==> config.mk <==
export PLATFORM = sky130hd
export DESIGN_NAME = extended_euclid_bezout_core_flat
export DESIGN_NICKNAME = d
export VERILOG_FILES = /design/src/rtl/eeb_pkg.sv /design/src/rtl/eeb_if.sv /design/src/rtl/eeb_ctrl.sv /design/src/rtl/eeb_dp.sv /design/src/rtl/extended_euclid_bezout_core.sv /design/src/flat_wrapper.sv
export SDC_FILE = /design/constraint.sdc
export NUM_CORES = 1
export LEC_CHECK = 0
export BUFFER_PORTS_ARGS = -buffer_cell sky130_fd_sc_hd__buf_2
export CAP_MARGIN = 20
export CORE_MARGIN = 2
export CORE_UTILIZATION = 25
export CTS_BUF_LIST = sky130_fd_sc_hd__clkbuf_2
export DETAILED_ROUTE_END_ITERATION = 8
export GPL_TIMING_DRIVEN = 0
export PLACE_DENSITY_LB_ADDON = 0.12
export SYNTH_ARGS = -nofsm -noshare
export SYNTH_HDL_FRONTEND = slang
export SYNTH_SLANG_ARGS = --single-unit
==> constraint.sdc <==
create_clock -name clock -period 7 [get_ports clock]
set_clock_uncertainty 0.15 [all_clocks]
set_input_delay 0.7 -clock clock [delete_from_list [all_inputs] [get_ports clock]]
set_output_delay 0.7 -clock clock [all_outputs]
set_load 0.005 [all_outputs]
==> src/rtl/eeb_pkg.sv <==
// Shared types for the extended Euclid core: controller state, commands and status.
`default_nettype none

package eeb_pkg;

   typedef enum logic [4:0] {
      ST_IDLE   = 5'b00001,
      ST_CHECK  = 5'b00010,
      ST_DIV    = 5'b00100,
      ST_UPDATE = 5'b01000,
      ST_DONE   = 5'b10000
   } eeb_state_type;

   typedef struct packed {
      logic load;       // capture operand magnitudes and seed the coefficients
      logic div_start;  // clear the divider and product accumulators
      logic div_step;   // one restoring division bit
      logic update;     // rotate remainders and coefficients
      logic emit;       // load the result register
   } eeb_cmd_type;

   typedef struct packed {
      logic r1_zero;    // current divisor is zero: iteration finished
      logic out_busy;   // result register holds a transaction not yet taken
   } eeb_status_type;

endpackage

`default_nettype wire

==> src/rtl/eeb_if.sv <==
// Valid/ready channel interfaces for operand requests and results.
`default_nettype none

interface eeb_req_if #(parameter int WIDTH = 32);
   logic                    valid;
   logic                    ready;
   logic signed [WIDTH-1:0] a_value;
   logic signed [WIDTH-1:0] b_value;

   modport source (output valid, output a_value, output b_value, input ready);
   modport sink   (input valid, input a_value, input b_value, output ready);
endinterface

interface eeb_rsp_if #(parameter int WIDTH = 32);
   logic                  valid;
   logic                  ready;
   logic [WIDTH-1:0]      divisor;
   logic signed [WIDTH:0] coef_a;
   logic signed [WIDTH:0] coef_b;

   modport source (output valid, output divisor, output coef_a, output coef_b, input ready);
   modport sink   (input valid, input divisor, input coef_a, input coef_b, output ready);
endinterface

`default_nettype wire

==> src/rtl/eeb_ctrl.sv <==
// Sequencer for the extended Euclid iteration: accept, divide, update, emit.
`default_nettype none

module eeb_ctrl
   import eeb_pkg::*;
#(
   parameter int WIDTH = 32
) (
   input  wire logic           clock,
   input  wire logic           reset,
   input  wire logic           req_valid,
   output logic                req_ready,
   input  wire eeb_status_type status,
   output eeb_cmd_type         cmd
);

   localparam int CNT_W = $clog2(WIDTH);
   localparam logic [CNT_W-1:0] LAST_STEP = CNT_W'(WIDTH - 1);

   eeb_state_type    state_ff, state_in;
   logic [CNT_W-1:0] cnt_ff, cnt_in;

   always_comb begin
      state_in  = state_ff;
      cnt_in    = cnt_ff;
      cmd       = '0;
      req_ready = 1'b0;
      case (state_ff)
         ST_IDLE: begin
            req_ready = 1'b1;
            if (req_valid) begin
               cmd.load = 1'b1;
               state_in = ST_CHECK;
            end
         end
         ST_CHECK: begin
            if (status.r1_zero) begin
               state_in = ST_DONE;
            end else begin
               cmd.div_start = 1'b1;
               cnt_in        = '0;
               state_in      = ST_DIV;
            end
         end
         ST_DIV: begin
            cmd.div_step = 1'b1;
            if (cnt_ff == LAST_STEP) begin
               state_in = ST_UPDATE;
            end else begin
               cnt_in = cnt_ff + 1'b1;
            end
         end
         ST_UPDATE: begin
            cmd.update = 1'b1;
            state_in   = ST_CHECK;
         end
         ST_DONE: begin
            // hold until the result register is free
            if (!status.out_busy) begin
               cmd.emit = 1'b1;
               state_in = ST_IDLE;
            end
         end
         default: begin
            state_in = ST_IDLE;
         end
      endcase
   end

   always_ff @(posedge clock) begin
      if (reset) begin
         state_ff <= ST_IDLE;
         cnt_ff   <= '0;
      end else begin
         state_ff <= state_in;
         cnt_ff   <= cnt_in;
      end
   end

`ifndef ASSERT_OFF
   a_div_ends_in_update: assert property (@(posedge clock) disable iff (reset)
      (state_ff == ST_DIV && cnt_ff == LAST_STEP) |=> state_ff == ST_UPDATE)
      else $error("division did not end in update");

   a_zero_divisor_finishes: assert property (@(posedge clock) disable iff (reset)
      (state_ff == ST_CHECK && status.r1_zero) |=> state_ff == ST_DONE)
      else $error("zero divisor did not finish the iteration");
`endif

endmodule

`default_nettype wire

==> src/rtl/eeb_dp.sv <==
// Datapath: remainders, coefficients, bit-serial divider with product accumulators.
`default_nettype none

module eeb_dp
   import eeb_pkg::*;
#(
   parameter int WIDTH = 32
) (
   input  wire logic              clock,
   input  wire logic              reset,
   input  wire eeb_cmd_type       cmd,
   output eeb_status_type         status,
   input  wire logic [WIDTH-1:0]  a_value,
   input  wire logic [WIDTH-1:0]  b_value,
   output logic                   rsp_valid,
   input  wire logic              rsp_ready,
   output logic [WIDTH-1:0]       rsp_divisor,
   output logic [WIDTH:0]         rsp_coef_a,
   output logic [WIDTH:0]         rsp_coef_b
);

   localparam int CW = WIDTH + 1;

   logic [WIDTH-1:0] r0_ff, r1_ff, rem_ff, dvd_ff;
   logic [CW-1:0]    s0_ff, s1_ff, t0_ff, t1_ff, ps_ff, pt_ff;
   logic             a_neg_ff, b_neg_ff;
   logic             out_valid_ff;
   logic [WIDTH-1:0] out_div_ff;
   logic [CW-1:0]    out_ca_ff, out_cb_ff;

   logic [WIDTH-1:0] a_mag, b_mag;
   logic [WIDTH:0]   shifted;
   logic [WIDTH+1:0] diff;
   logic             qbit;
   logic [WIDTH-1:0] rem_in;
   logic [CW-1:0]    ps_in, pt_in;

   assign a_mag = a_value[WIDTH-1] ? (~a_value + 1'b1) : a_value;
   assign b_mag = b_value[WIDTH-1] ? (~b_value + 1'b1) : b_value;

   // restoring division step, quotient bit also feeds both q*s1 and q*t1
   assign shifted = {rem_ff, dvd_ff[WIDTH-1]};
   assign diff    = {1'b0, shifted} - {2'b00, r1_ff};
   assign qbit    = ~diff[WIDTH+1];
   assign rem_in  = qbit ? diff[WIDTH-1:0] : shifted[WIDTH-1:0];
   assign ps_in   = {ps_ff[CW-2:0], 1'b0} + (qbit ? s1_ff : '0);
   assign pt_in   = {pt_ff[CW-2:0], 1'b0} + (qbit ? t1_ff : '0);

   always_ff @(posedge clock) begin
      if (cmd.load) begin
         r0_ff    <= a_mag;
         r1_ff    <= b_mag;
         a_neg_ff <= a_value[WIDTH-1];
         b_neg_ff <= b_value[WIDTH-1];
         s0_ff    <= CW'(1);
         s1_ff    <= '0;
         t0_ff    <= '0;
         t1_ff    <= CW'(1);
      end else if (cmd.update) begin
         r0_ff <= r1_ff;
         r1_ff <= rem_ff;
         s0_ff <= s1_ff;
         s1_ff <= s0_ff - ps_ff;
         t0_ff <= t1_ff;
         t1_ff <= t0_ff - pt_ff;
      end
   end

   always_ff @(posedge clock) begin
      if (cmd.div_start) begin
         rem_ff <= '0;
         dvd_ff <= r0_ff;
         ps_ff  <= '0;
         pt_ff  <= '0;
      end else if (cmd.div_step) begin
         rem_ff <= rem_in;
         dvd_ff <= {dvd_ff[WIDTH-2:0], 1'b0};
         ps_ff  <= ps_in;
         pt_ff  <= pt_in;
      end
   end

   always_ff @(posedge clock) begin
      if (cmd.emit) begin
         out_div_ff <= r0_ff;
         out_ca_ff  <= a_neg_ff ? (~s0_ff + 1'b1) : s0_ff;
         out_cb_ff  <= b_neg_ff ? (~t0_ff + 1'b1) : t0_ff;
      end
   end

   always_ff @(posedge clock) begin
      if (reset) begin
         out_valid_ff <= 1'b0;
      end else if (cmd.emit) begin
         out_valid_ff <= 1'b1;
      end else if (rsp_ready) begin
         out_valid_ff <= 1'b0;
      end
   end

   assign status.r1_zero  = (r1_ff == '0);
   assign status.out_busy = out_valid_ff && !rsp_ready;

   assign rsp_valid   = out_valid_ff;
   assign rsp_divisor = out_div_ff;
   assign rsp_coef_a  = out_ca_ff;
   assign rsp_coef_b  = out_cb_ff;

`ifndef ASSERT_OFF
   a_rem_below_divisor: assert property (@(posedge clock) disable iff (reset)
      cmd.div_step |-> rem_ff < r1_ff)
      else $error("partial remainder not below divisor");

   a_update_shrinks: assert property (@(posedge clock) disable iff (reset)
      cmd.update |=> r1_ff < r0_ff)
      else $error("remainder did not shrink after update");

   a_emit_shows: assert property (@(posedge clock) disable iff (reset)
      cmd.emit |=> out_valid_ff)
      else $error("emitted result not presented");
`endif

endmodule

`default_nettype wire

==> src/rtl/extended_euclid_bezout_core.sv <==
// Top level of the extended Euclid core: gcd with Bezout coefficients.
//
// Usage: present a transaction on req_chan (a_value, b_value, signed WIDTH bits).
// After it completes, one transaction appears on rsp_chan with divisor =
// gcd(|a|,|b|) and coef_a, coef_b (WIDTH+1 bits, signed) such that
// divisor = a*coef_a + b*coef_b. A zero second operand returns |a|, +/-1, 0.
// Throughput: one transaction at a time. Each Euclid iteration runs a check,
// WIDTH restoring division steps on the shared divider, and an update.
// req_chan.ready is high only while the sequencer is idle; the result sits in
// an output register, so the next request is taken while a result waits.
// If rsp_chan.ready stays low, the finished result holds in the register and
// the next computation waits at its end until the register frees up.
// Reset (synchronous, active high) returns the sequencer to idle and drops
// any pending result; no memory needs clearing.
`default_nettype none

module extended_euclid_bezout_core
   import eeb_pkg::*;
#(
   parameter int WIDTH = 32
) (
   input  wire logic  clock,
   input  wire logic  reset,
   eeb_req_if.sink    req_chan,
   eeb_rsp_if.source  rsp_chan
);

   eeb_cmd_type    cmd;
   eeb_status_type status;

   // sequencer: owns request handshake and division step count
   eeb_ctrl #(.WIDTH(WIDTH)) u_ctrl (
      .clock     (clock),
      .reset     (reset),
      .req_valid (req_chan.valid),
      .req_ready (req_chan.ready),
      .status    (status),
      .cmd       (cmd)
   );

   // datapath: remainders, coefficients, divider and result register
   eeb_dp #(.WIDTH(WIDTH)) u_dp (
      .clock       (clock),
      .reset       (reset),
      .cmd         (cmd),
      .status      (status),
      .a_value     (req_chan.a_value),
      .b_value     (req_chan.b_value),
      .rsp_valid   (rsp_chan.valid),
      .rsp_ready   (rsp_chan.ready),
      .rsp_divisor (rsp_chan.divisor),
      .rsp_coef_a  (rsp_chan.coef_a),
      .rsp_coef_b  (rsp_chan.coef_b)
   );

endmodule

`default_nettype wire
==> src/flat_wrapper.sv <==
// flat-port wrapper written by rule: the top's interface ports become plain ports
module extended_euclid_bezout_core_flat import eeb_pkg::*;
#(
   parameter int WIDTH = 32
)
  (clock, reset, req_chan_valid, req_chan_a_value, req_chan_b_value, req_chan_ready, rsp_chan_valid, rsp_chan_divisor, rsp_chan_coef_a, rsp_chan_coef_b, rsp_chan_ready);
  eeb_req_if #(.WIDTH(WIDTH)) req_chan_i ();
  eeb_rsp_if #(.WIDTH(WIDTH)) rsp_chan_i ();
  input  wire logic clock;
  input  wire logic reset;
  input wire logic [$bits(req_chan_i.valid)-1:0] req_chan_valid;
  input wire logic [$bits(req_chan_i.a_value)-1:0] req_chan_a_value;
  input wire logic [$bits(req_chan_i.b_value)-1:0] req_chan_b_value;
  output wire logic [$bits(req_chan_i.ready)-1:0] req_chan_ready;
  output wire logic [$bits(rsp_chan_i.valid)-1:0] rsp_chan_valid;
  output wire logic [$bits(rsp_chan_i.divisor)-1:0] rsp_chan_divisor;
  output wire logic [$bits(rsp_chan_i.coef_a)-1:0] rsp_chan_coef_a;
  output wire logic [$bits(rsp_chan_i.coef_b)-1:0] rsp_chan_coef_b;
  input wire logic [$bits(rsp_chan_i.ready)-1:0] rsp_chan_ready;
  assign req_chan_i.valid = req_chan_valid;
  assign req_chan_i.a_value = req_chan_a_value;
  assign req_chan_i.b_value = req_chan_b_value;
  assign req_chan_ready = req_chan_i.ready;
  assign rsp_chan_valid = rsp_chan_i.valid;
  assign rsp_chan_divisor = rsp_chan_i.divisor;
  assign rsp_chan_coef_a = rsp_chan_i.coef_a;
  assign rsp_chan_coef_b = rsp_chan_i.coef_b;
  assign rsp_chan_i.ready = rsp_chan_ready;
  extended_euclid_bezout_core #(.WIDTH(WIDTH)) u_core (.clock(clock), .reset(reset), .req_chan(req_chan_i), .rsp_chan(rsp_chan_i));
endmodule
==> impl_results.md, run 1 <==
* Run status: finished, final reports clean
* Vias in the first global route at around 24000
* Clock root buffer: clkbuf_2
* Remaining antenna violation count after routing at 0
* Min Hold Slack at just under 200 ps
* Most common cell after layout, fill and taps aside: nand2_1
* Hold Crit Class: primary input to register
* # rows at 118
* # fillers at ~11000
* CTS Sinks at approximately 440
* Post-synth top flop: dfxtp_1
* FF-to-FF Start: u_core.u_dp.r1_ff[10]$_DFFE_PP_
* Power after layout at 8.680 mW
* First-pass GRT wire length at 148800 um
* GPL Wtd Cong at about 0.87
* Fmax at approximately 150 MHz
* DIE AREA at ~0.11 mm^2
* Max rail drop VDD at approximately 0.13 mV
* Syn Nets at 3257
* CP Capture Type: register
* DR vias/cell at approximately 4.7
* Synth warn at 0
* Critical Path AT at 7570 ps
* Nets@finish at ~3800
* PwrDens at around 270 mW/mm^2
* Initial antenna violation count at 4
* Worst slew pin tran at between 1000 and 1500 ps
* Post-Synthesis Cells at around 3000
* EDFF count, synth at approximately 200
* Longest Clk Path Bufs at 3
* Layout cell share with drive strength beyond 1 at between 10% and 20%
* Avg WL per Cell at 19.60 um
* Syn avg cell area at 8.654 um^2
* Part of the Yosys area used for sequential elements at 40.98%
* Die width at roughly 330 um
* Worst Setup Start Kind: register
* Min Tclk post-route at roughly 6500 ps
* Via count at 23750
* Pin count of the biggest net entering global routing at between 60 and 70
* Iteration-0 DRC Markers at approximately 1300
* Max Slew Vio Count at 0
* CTS tree: done
* Rel. slew slack at 22.22%
* Mapped cell area at 0.02614 mm^2
* GR Overflow Total at 0
* Max FO, Critical Path at 10
* CTS H-Tree Depth at 4
* I/O Pins at about 170
* Post-synth ARST share at 0%
* PortBufs at roughly 170
* GRT Util Overall at about 18%
* WP buf/inv at 5
* Final HPWL from detailed placement at 74200 um
* Final Routed Wirelength at ~98000 um
* Clock Pin Slew Worst Setup and Hold Paths at 100 ps
* CP required at 8070 ps
* Final hold viol count at 0
* Total CTS buffers at 140
* Drt pass-1 iters at 5
* Commonest non-fill, non-tap cells in the layout: 521 x nand2_1, 278 x o21ai_0, 257 x a21oi_1
* Critical path's top delay family: compound AO/OA/AOI/OAI gates
* RSZ-0062 raised after global routing: false
* Hold_sp: req_chan_b_value[2]
* Slowest library cell on the worst path: edfxtp_1
* Area grow syn2layout at 23.17%
* CP Class: register to register
* Yosys cell types at 75
* DRC at 0
* Worst setup path start: u_core.u_dp.r1_ff[10]$_DFFE_PP_
* Die Height at 327.3 um
* Initial Utilization at 25.22%
* Yosys reg bits at 437
* Slowest stage delay, CP at between 400 and 500 ps
* Clk_lat worst skew at 1420 ps
* Final setup viols at 0
* Max Cap Viol at 0
* Tcrit/Tclk final at slightly above 90%
* Core area at 0.1036 mm^2
* Leakage at ~13 nW
[per-layer routing]
metal / track usage, % / part of all wire [%] / vias up / wire (um)
li1: - / - / 11850 / -
met1: 24.30 / 47 / 11320 / 46500
met2: 30.54 / 47 / 438 / 46400
met3: 3.094 / 3.7 / 141 / 3657
met4: 4.946 / 1.7 / 0 / 1710
met5: 0 / 0 / - / 0
[power by group]
part           internal (mW)  switching [mW]
clock                  0.945            1.29
combinational           1.20            2.00
sequential              3.06           0.189
total                   5.21            3.47
[worst min-delay path: stages]
cell,delay (ps)
dlygate4sd3_1,530
buf_2,170
xnor2_1,110
o21ai_0,140
[logic make-up (layout without fill, tap and decap cells)]
group                      Yosys count  after routing  synth area share [%]
xor gates and xnor gates           244            244                 8.229
DFF                                437            437                 40.98
buffers and inverters              281            894                 4.036
adders and majority gates          169            169                 8.234
other                                0              2                     0
muxes                               10             10                0.3926
and+or+nand+nor                   1021           1021                 18.22
AOI/OAI and AO/OA                  858            858                 19.91
[area by class of cell]
cell class / instances / area [um^2] / share of cell area [%]
Buffer: 136 / 525.5 / 1.632
Inverter: 145 / 546.8 / 1.699
Tap cell: 1380 / 1727 / 5.364
Clock buffer: 212 / 1061 / 3.296
Sequential cell: 437 / 10710 / 33.27
Multi-Input combinational cell: 2302 / 14440 / 44.85
Antenna cell: 2 / 5.005 / 0.01555
Clock inverter: 30 / 239.0 / 0.7424
Timing Repair Buffer: 371 / 2939 / 9.130
[per-stage QoR]
stage | util (%) | setup TNS, ps | instance area, um^2 | std cells | setup WS [ps]
after floorplan | - | 0 | 26140 | 3020 | 1115
after global placement | 27.69 | -349180 | 28700 | 4567 | -2979
after detailed placement | 27.95 | -9798 | 28970 | 4586 | -913.3
after CTS | 30.99 | 0 | 32120 | 5010 | 40.56
after global routing | 31.06 | 0 | 32190 | 5015 | 28.39
final | 31.06 | 0 | 32190 | 5015 | 492.0
[cell usage after synthesis, types with 6 or more instances]
| master | number | share of area [%] |
|---|---|---|
| nor2b_1 | 18 | 0.43 |
| nand3b_1 | 11 | 0.32 |
| or4_1 | 16 | 0.46 |
| clkbuf_1 | 118 | 1.7 |
| buf_1 | 18 | 0.26 |
| and2_1 | 74 | 1.8 |
| nand3_1 | 77 | 1.5 |
| a31oi_1 | 14 | 0.34 |
| edfxtp_1 | 196 | 23 |
| o21ai_1 | 8 | 0.15 |
| xnor2_1 | 120 | 4.0 |
| dfxtp_1 | 241 | 18 |
| a211oi_1 | 21 | 0.60 |
| xor2_1 | 123 | 4.1 |
| o21a_1 | 19 | 0.55 |
| o21ai_0 | 281 | 5.4 |
| a21o_1 | 65 | 1.9 |
| inv_1 | 142 | 2.0 |
| or4_4 | 6 | 0.26 |
| nand2_1 | 521 | 7.5 |
| o31ai_1 | 49 | 1.4 |
| a211o_1 | 7 | 0.23 |
| o41ai_1 | 16 | 0.54 |
| nor3_1 | 45 | 0.86 |
| a21oi_1 | 257 | 4.9 |
| nor4_1 | 10 | 0.24 |
| o211ai_1 | 14 | 0.40 |
| o21bai_1 | 12 | 0.34 |
| nor2_1 | 115 | 1.7 |
| o22ai_1 | 22 | 0.53 |
| ha_1 | 164 | 7.9 |
| nand2b_1 | 37 | 0.89 |
| a22o_1 | 6 | 0.20 |
| nand4_1 | 23 | 0.55 |
| or3_1 | 28 | 0.67 |
| mux2i_1 | 8 | 0.31 |
| and3_1 | 19 | 0.45 |
| a32oi_1 | 6 | 0.20 |
[sequential cells by signal (all words and copies together) (netlist names), 33 cells and up]
register                flops
u_core.u_dp.s0_ff          33
u_core.u_dp.ps_ff          33
u_core.u_dp.t1_ff          33
u_core.u_dp.rsp_coef_b     33
u_core.u_dp.t0_ff          33
u_core.u_dp.rsp_coef_a     33
u_core.u_dp.pt_ff          33
u_core.u_dp.s1_ff          33
[repair_timing]
item,4_1_cts,5_1_grt
hold buffers,182,0
hold endpoints to repair,101,0
gates resized for setup,10,16
setup endpoints to repair,31,22
pin swaps,0,2
cloned,0,0
setup buffers,0,3
[final timing paths]
check,endpoint,cells past startpoint,slack (ps)
setup / recovery,u_core.u_dp.pt_ff[29]$_SDFFE_PP0P_,25,490
hold / removal,u_core.u_dp.r1_ff[2]$_DFFE_PP_,4,190
setup reg to reg,u_core.u_dp.pt_ff[29]$_SDFFE_PP0P_,25,490
hold reg to reg,u_core.u_dp.s0_ff[17]$_SDFFE_PP0P_,2,290
Power figures use the tool's default switching activity.
==> run 2: changes to the inputs <==
--- a/config.mk
+++ b/config.mk
@@ -5,6 +5,7 @@
 export SDC_FILE = /design/constraint.sdc
 export NUM_CORES = 1
 export LEC_CHECK = 0
+export ABC_AREA = 1
 export BUFFER_PORTS_ARGS = -buffer_cell sky130_fd_sc_hd__buf_2
 export CAP_MARGIN = 20
 export CORE_MARGIN = 2
==> run 2 against run 1 <==
Compared with the run above:
- setup slack improved by 1400 ps
- die area up 10%
- register-to-register slack improved by 1400 ps
==> impl_results.md, run 2 <==
* Final Routed Wirelength at around 120000 um
* Final HPWL from detailed placement at between 90000 and 100000 um
* First-pass GRT wire length at ~180000 um
* Post-CTS setup buffer count at 0
* GRT Util Overall at 19.86%
* Rel. slew slack at about a quarter
* I/O Pins at roughly 170
* Clock Power Share at 27.0%
* Clock root buffer: clkbuf_2
* Yosys reg bits at around 440
* Syn avg cell area at between 7 and 8 um^2
* Area grow syn2layout at 20.98%
* Internal power at 4.603 mW
* Clock Pin Slew Worst Setup and Hold Paths at about 110 ps
* CP Class: register to register
* Total CTS buffers at around 140
* Worst Setup Start Kind: register
* Register-to-register path setup slack at 1870 ps
* Hold Crit Class: primary input to register
* CP required at around 8000 ps
* Initial Utilization at between 20 and 30%
* WP buf/inv at 3
* Fin cells at around 6000
* Initial antenna violation count at 6
* Final setup viols at 0
* Logic gate share of total power at around a third
* Longest Clk Path Bufs at 3
* Pin count of the biggest net entering global routing at 42
* Yosys cell types at 54
* Min Tclk post-route at 5133 ps
* Avg WL per Cell at between 15 and 20 um
* Hold Path End: u_core.u_dp.r1_ff[27]$_DFFE_PP_
* Util after Layout at a little under a third
* Worst slack at placement at approximately 1900 ps
* Most common cell after layout, fill and taps aside: nand2_1
* Commonest non-fill, non-tap cells in the layout: 928 x nand2_1, 527 x inv_1, 423 x nor2_1
* Core area at roughly 0.11 mm^2
* Layout cell share with drive strength beyond 1 at 10.18%
* DR vias/cell at 4.680
* PortBufs at ~170
* Max Slew Vio Count at 0
* Via count at 28790
* Max Cap Viol at 0
* CTS Hold Bufs at 188
* Iteration-0 DRC Markers at between 2000 and 2500
* Drt pass-1 iters at 8
* Top cells by count, synth: 929 x nand2_1, 527 x inv_1, 424 x nor2_1
* Max FO, Critical Path at 10
* Yosys top cell by area: edfxtp_1
* GPL Wtd Cong at 0.8992
* Post-synth top flop: dfxtp_1
* PwrDens at around 230 mW/mm^2
* Leakage at between 15 and 20 nW
* Final hold viol count at 0
* Critical Path AT at about 6300 ps
* GR Overflow Total at 0
* RSZ-0062 raised after global routing: false
* Total negative setup slack at 0 ps
* Fmax at approximately 190 MHz
* Sw power at 3.307 mW
* Post-Synthesis Cells at between 4000 and 5000
* CTS tree: done
* Max rail drop VDD at between 0.1 and 0.15 mV
* Fin worst setup slack at 1867 ps
* Resized cells post-CTS at 0
* Vias in the first global route at 28550
* CTS H-Tree Depth at 4
* Part of the Yosys area used for sequential elements at between 30% and 40%
* Switching Share at between 40% and 50%
* FF-to-FF End: u_core.u_dp.pt_ff[31]$_SDFFE_PP0P_
* Nets@finish at ~4800
* R2R depth at 25
* Die width at approximately 340 um
* Worst slew pin tran at ~1100 ps
* CP Capture Type: register
* # rows at 124
* Post-synth ARST share at 0%
* DRC at 0
* Slowest library cell on the worst path: fa_1
* Remaining antenna violation count after routing at 0
* Most used cell, CP: nand2_1
* FF-to-FF Start: u_core.u_dp.r1_ff[4]$_DFFE_PP_
* Slowest stage delay, CP at ~470 ps
* Sequential share of power at between 30 and 40%
* # fillers at 12750
* EDFF count, synth at roughly 200
* Synth warn at 0
* Die Height at between 300 and 400 um
* Design area at 0.03488 mm^2
* Area fraction of the dominant cell type after synthesis at 20.41%
* DIE AREA at 0.1181 mm^2
* CTS Sinks at about 440
* Critical path's top delay family: simple AND/OR/NAND/NOR gates
* Clk_lat worst skew at 1450 ps
* Mapped cell area at ~0.029 mm^2
* Tcrit/Tclk final at between 70% and 80%
* Syn Nets at roughly 4300
* Hold path cells at 5
* Placed inst area at between 0.03 and 0.04 mm^2
* Run status: finished, final reports clean
* Placed Instances at 5722
* Most common cell in the netlist: nand2_1
* Area contributors post-synth: edfxtp_1 20%, dfxtp_1 17%, nand2_1 12%, ha_1 7.1%, inv_1 6.9%
* Hold_sp: req_chan_b_value[27]
run 2: cell count changes after synthesis, sizes merged, moves of 36 or more:
| cell | previous run | this run |
|---|---|---|
| nand2 | 522 | 935 |
| inv | 143 | 532 |
| nor2 | 115 | 428 |
| nand3 | 77 | 233 |
| o21ai | 289 | 387 |
| xnor2 | 120 | 49 |
| and2 | 74 | 5 |
| a21o | 65 | 18 |
| a21oi | 257 | 304 |
| clkbuf | 118 | 74 |
| o31ai | 50 | 7 |
| nand2b | 37 | 1 |
run 2: cell type report:
cell class	count	area, um^2	area share [%]
Multi-Input combinational cell	2956	15650	44.87
Sequential cell	437	10710	30.70
Timing Repair Buffer	362	2890	8.285
Inverter	534	2004	5.746
Tap cell	1512	1892	5.423
Clock buffer	202	1011	2.898
Buffer	110	484.2	1.388
Clock inverter	34	225.2	0.6456
Antenna cell	6	15.01	0.04304
run 2: logic make-up (layout without fill, tap and decap cells):
| logic type | count (synthesis) | after routing | share of synthesized area [%] |
|---|---|---|---|
| AO/OA/AOI/OAI | 836 | 836 | 15.77 |
| other | 0 | 6 | 0 |
| adder cells (fa/ha/maj) | 169 | 169 | 7.463 |
| buffers and inverters | 644 | 1242 | 8.631 |
| AND/OR/NAND/NOR | 1785 | 1785 | 25.95 |
| XOR/XNOR | 166 | 166 | 5.042 |
| flip-flops | 437 | 437 | 37.14 |
run 2: worst max path at each step:
stage,from,to,slack [ps],cells past startpoint
floorplan,rsp_chan_ready,u_core.u_dp.rsp_coef_a[0]$_DFFE_PP_,1480,2
finish,u_core.u_dp.r1_ff[4]$_DFFE_PP_,u_core.u_dp.pt_ff[31]$_SDFFE_PP0P_,1870,25
global placement,rsp_chan_ready,u_core.u_dp.rsp_coef_b[28]$_DFFE_PP_,-1940,3
global route,u_core.u_dp.r1_ff[8]$_DFFE_PP_,u_core.u_dp.ps_ff[31]$_SDFFE_PP0P_,1580,25
detailed placement,u_core.u_dp.r1_ff[4]$_DFFE_PP_,u_core.u_dp.pt_ff[31]$_SDFFE_PP0P_,1870,25
CTS,u_core.u_dp.r1_ff[4]$_DFFE_PP_,u_core.u_dp.pt_ff[31]$_SDFFE_PP0P_,1860,25
run 2: through the flow:
step / hold WS, ps / power (mW)
final: 198.5 / 7.910
after floorplan: 258.2 / 4.834
after CTS: 5.343 / 8.019
after detailed placement: 290.9 / 5.693
after global routing: 90.87 / 8.503
after global placement: 278.1 / 5.705
run 2: metal layers:
metal	share of wire [%]	GRT usage, %	up-vias	routed length [um]
met4	2.5	6.214	0	2972
met1	47	26.36	13420	54790
met2	46	32.96	684	54520
met5	0	0	-	0
met3	4.5	3.095	176	5273
li1	-	-	14510	-
run 2: worst reg2reg max path, cell delays in order (launching register included):
cell and delay (ps):
edfxtp_1 430, inv_1 70, ha_1 350, a21oi_1 270, nand2_1 90, nand2_1 70, nand3_2 120, nand2_1 110
nand2_2 110, nand2_1 100, nand2_2 60, inv_2 250, buf_2 460, nor2_1 90, ha_1 250, fa_1 470
nand3_1 120, nand2_1 130, a21boi_1 330, o21ai_0 300, nand2_1 130, nand2_1 130, nand2_1 160, nand3_1 90
nand3_1 80, o21ai_0 70
run 2: power groups by stage:
stage          registers [mW]  logic (mW)  clock network, mW
2_1_floorplan            3.00        1.83                  0
3_3_place_gp             3.05        2.66                  0
3_5_place_dp             3.04        2.65                  0
4_1_cts                  2.99        2.77               2.26
5_1_grt                  3.01        3.12               2.37
6_report                 2.99        2.79               2.14
==> run 3: changes to the inputs <==
==> constraint.sdc (replaced) <==
create_clock -name clock -period 4.6 [get_ports clock]
set_clock_uncertainty 0.15 [all_clocks]
set_input_delay 0.46 -clock clock [delete_from_list [all_inputs] [get_ports clock]]
set_output_delay 0.46 -clock clock [all_outputs]
set_load 0.005 [all_outputs]
==> run 3 against run 2 <==
Compared with the run above:
- final area up 2.0%
- critical path depth unchanged
- first-iteration DRC count down 0.87%
- routed wire length up 0.79%
- non-clock buffer count up 56
==> impl_results.md, run 3 (synthesized netlist as in run 2, its figures left out) <==
* Run status: finished, final reports clean
* Logic gate share of total power at 35.7%
* DRC at 0
* Pin count of the biggest net entering global routing at 42
* DIE AREA at around 0.12 mm^2
* Worst setup path start: u_core.u_dp.r1_ff[8]$_DFFE_PP_
* Drt pass-1 iters at 6
* Final setup viols at 0
* PwrDens at approximately 340 mW/mm^2
* Fmax at 227.7 MHz
* Internal power at approximately 7 mW
* Iteration-0 DRC Markers at 2172
* Clock Power Share at approximately 27%
* Final hold viol count at 0
* Switching Share at roughly 42%
* Rel. slew slack at 19.94%
* Max Slew Vio Count at 0
* Remaining antenna violation count after routing at 0
* I/O Pins at 168
* # rows at between 100 and 150
* Max FO, Critical Path at 10
* Die width at around 340 um
* Final Routed Wirelength at approximately 120000 um
* Die Height at around 340 um
* FF-to-FF Start: u_core.u_dp.r1_ff[8]$_DFFE_PP_
* Core area at 0.1143 mm^2
* Initial Utilization at ~25%
* Commonest non-fill, non-tap cells in the layout: 928 x nand2_1, 527 x inv_1, 422 x nor2_1
* Longest Clk Path Bufs at 3
* Nets@finish at 4833
* PortBufs at ~170
* Critical Path End: u_core.u_dp.pt_ff[31]$_SDFFE_PP0P_
* Tcrit/Tclk final at approximately 95%
* Sw power at between 5 and 6 mW
* GRT Util Overall at roughly 20%
* CTS tree: done
* Slowest library cell on the worst path: edfxtp_1
* Clock Pin Slew Worst Setup and Hold Paths at approximately 90 ps
* Critical Path AT at roughly 5500 ps
* CP required at about 5700 ps
* Area grow syn2layout at 23.39%
* # fillers at about 13000
* Vias in the first global route at around 29000
* Max Cap Viol at 0
* CTS Sinks at approximately 440
* Worst Setup Start Kind: register
* Design area at between 0.03 and 0.04 mm^2
* First-pass GRT wire length at approximately 180000 um
* Final HPWL from detailed placement at between 90000 and 100000 um
* Max rail drop VDD at around 0.17 mV
* Leakage at between 15 and 20 nW
* Total CTS buffers at 139
* CTS H-Tree Depth at 4
* CP Capture Type: register
* Clock root buffer: clkbuf_2
* Slowest stage delay, CP at ~430 ps
* Avg WL per Cell at between 15 and 20 um
* Initial antenna violation count at 8
* R2R depth at 25
* Util after Layout at between 30% and 40%
* DR vias/cell at between 4 and 5
* Most used cell, CP: nand2_1
* Layout cell share with drive strength beyond 1 at a little over a tenth
* GPL Wtd Cong at about 0.91
* Sequential share of power at approximately 37%
* Via count at approximately 29000
* Clk_lat worst skew at 1460 ps
* Most common cell after layout, fill and taps aside: nand2_1
* Placed inst area at 0.03168 mm^2
* Min Tclk post-route at between 4000 and 5000 ps
* Worst slew pin tran at approximately 1200 ps
* GR Overflow Total at 0
* CP Class: register to register
* Register-to-register path setup slack at roughly 210 ps
* Hold Crit Class: primary input to register
* FF-to-FF End: u_core.u_dp.pt_ff[31]$_SDFFE_PP0P_
[run 3: cell type report]
class	instances	area, um^2	share of cell area, %
multi-input cells	2956	15780	44.36
flip-flops and latches	437	10710	30.10
repair buffers	418	3403	9.565
inverters	534	2009	5.648
well taps	1512	1892	5.317
clock buffers	198	991.0	2.785
plain buffers	110	500.5	1.407
clock inverters	53	270.3	0.7596
diodes	8	20.02	0.05627
[run 3: worst max-delay path: cells and delay by family (launching register included)]
family,cells,cell delay [ps]
buffers and inverters,4,480
flip-flops,1,430
AND/OR/NAND/NOR,14,1540
AO/OA/AOI/OAI,4,640
adder cells (fa/ha/maj),3,1010
[run 3: how the worst min path moves through the flow]
stage                                      startpoint                                    end  slack [ps]  cells past startpoint
finish                            req_chan_a_value[9]        u_core.u_dp.r0_ff[10]$_DFFE_PP_         210                      7
global route                     req_chan_a_value[31]         u_core.u_dp.a_neg_ff$_DFFE_PP_         100                      3
CTS                              req_chan_a_value[24]        u_core.u_dp.r0_ff[29]$_DFFE_PP_          30                      8
detailed placement    u_core.u_dp.r0_ff[31]$_DFFE_PP_  u_core.u_dp.rsp_divisor[31]$_DFFE_PP_         290                      0
global placement    u_core.u_dp.t0_ff[0]$_SDFFE_PP0P_    u_core.u_dp.rsp_coef_b[0]$_DFFE_PP_         280                      0
floorplan           u_core.u_dp.s0_ff[0]$_SDFFE_PP1P_    u_core.u_dp.rsp_coef_a[0]$_DFFE_PP_         260                      0
[run 3: stage by stage]
stage	total power [mW]	hold slack, ps	setup WS, ps	TNS, ps	instances
2_1_floorplan	7.357	258.2	860.9	0	4037
3_3_place_gp	8.677	275.3	-1244	-203990	5715
3_5_place_dp	8.659	285.5	-560.9	-7045	5721
4_1_cts	12.26	33.21	20.04	0	6214
5_1_grt	13.00	101.6	-7.767	-7.767	6225
6_report	12.14	205.2	209.1	0	6226
[run 3: metal layers]
metal  GRT usage [%]  share of wire, %
met1           26.24                46
met3           3.106               5.0
met2           32.84                46
met5               0            0.0093
met4           7.160               2.9
[run 3: what timing repair did]
| item | 4_1_cts | 5_1_grt |
|---|---|---|
| hold buffers | 242 | 0 |
| setup buffers | 0 | 4 |
| resized for setup | 17 | 33 |
| pin swaps | 0 | 2 |
| setup endpoints to repair | 40 | 41 |
| hold endpoints to repair | 113 | 0 |
[run 3: power by group through the flow]
stage | logic [mW] | clock network [mW] | registers, mW
final | 4.33 | 3.26 | 4.54
after global routing | 4.80 | 3.62 | 4.58
after CTS | 4.28 | 3.43 | 4.55
after detailed placement | 4.02 | 0 | 4.63
after global placement | 4.04 | 0 | 4.64
after floorplan | 2.79 | 0 | 4.57
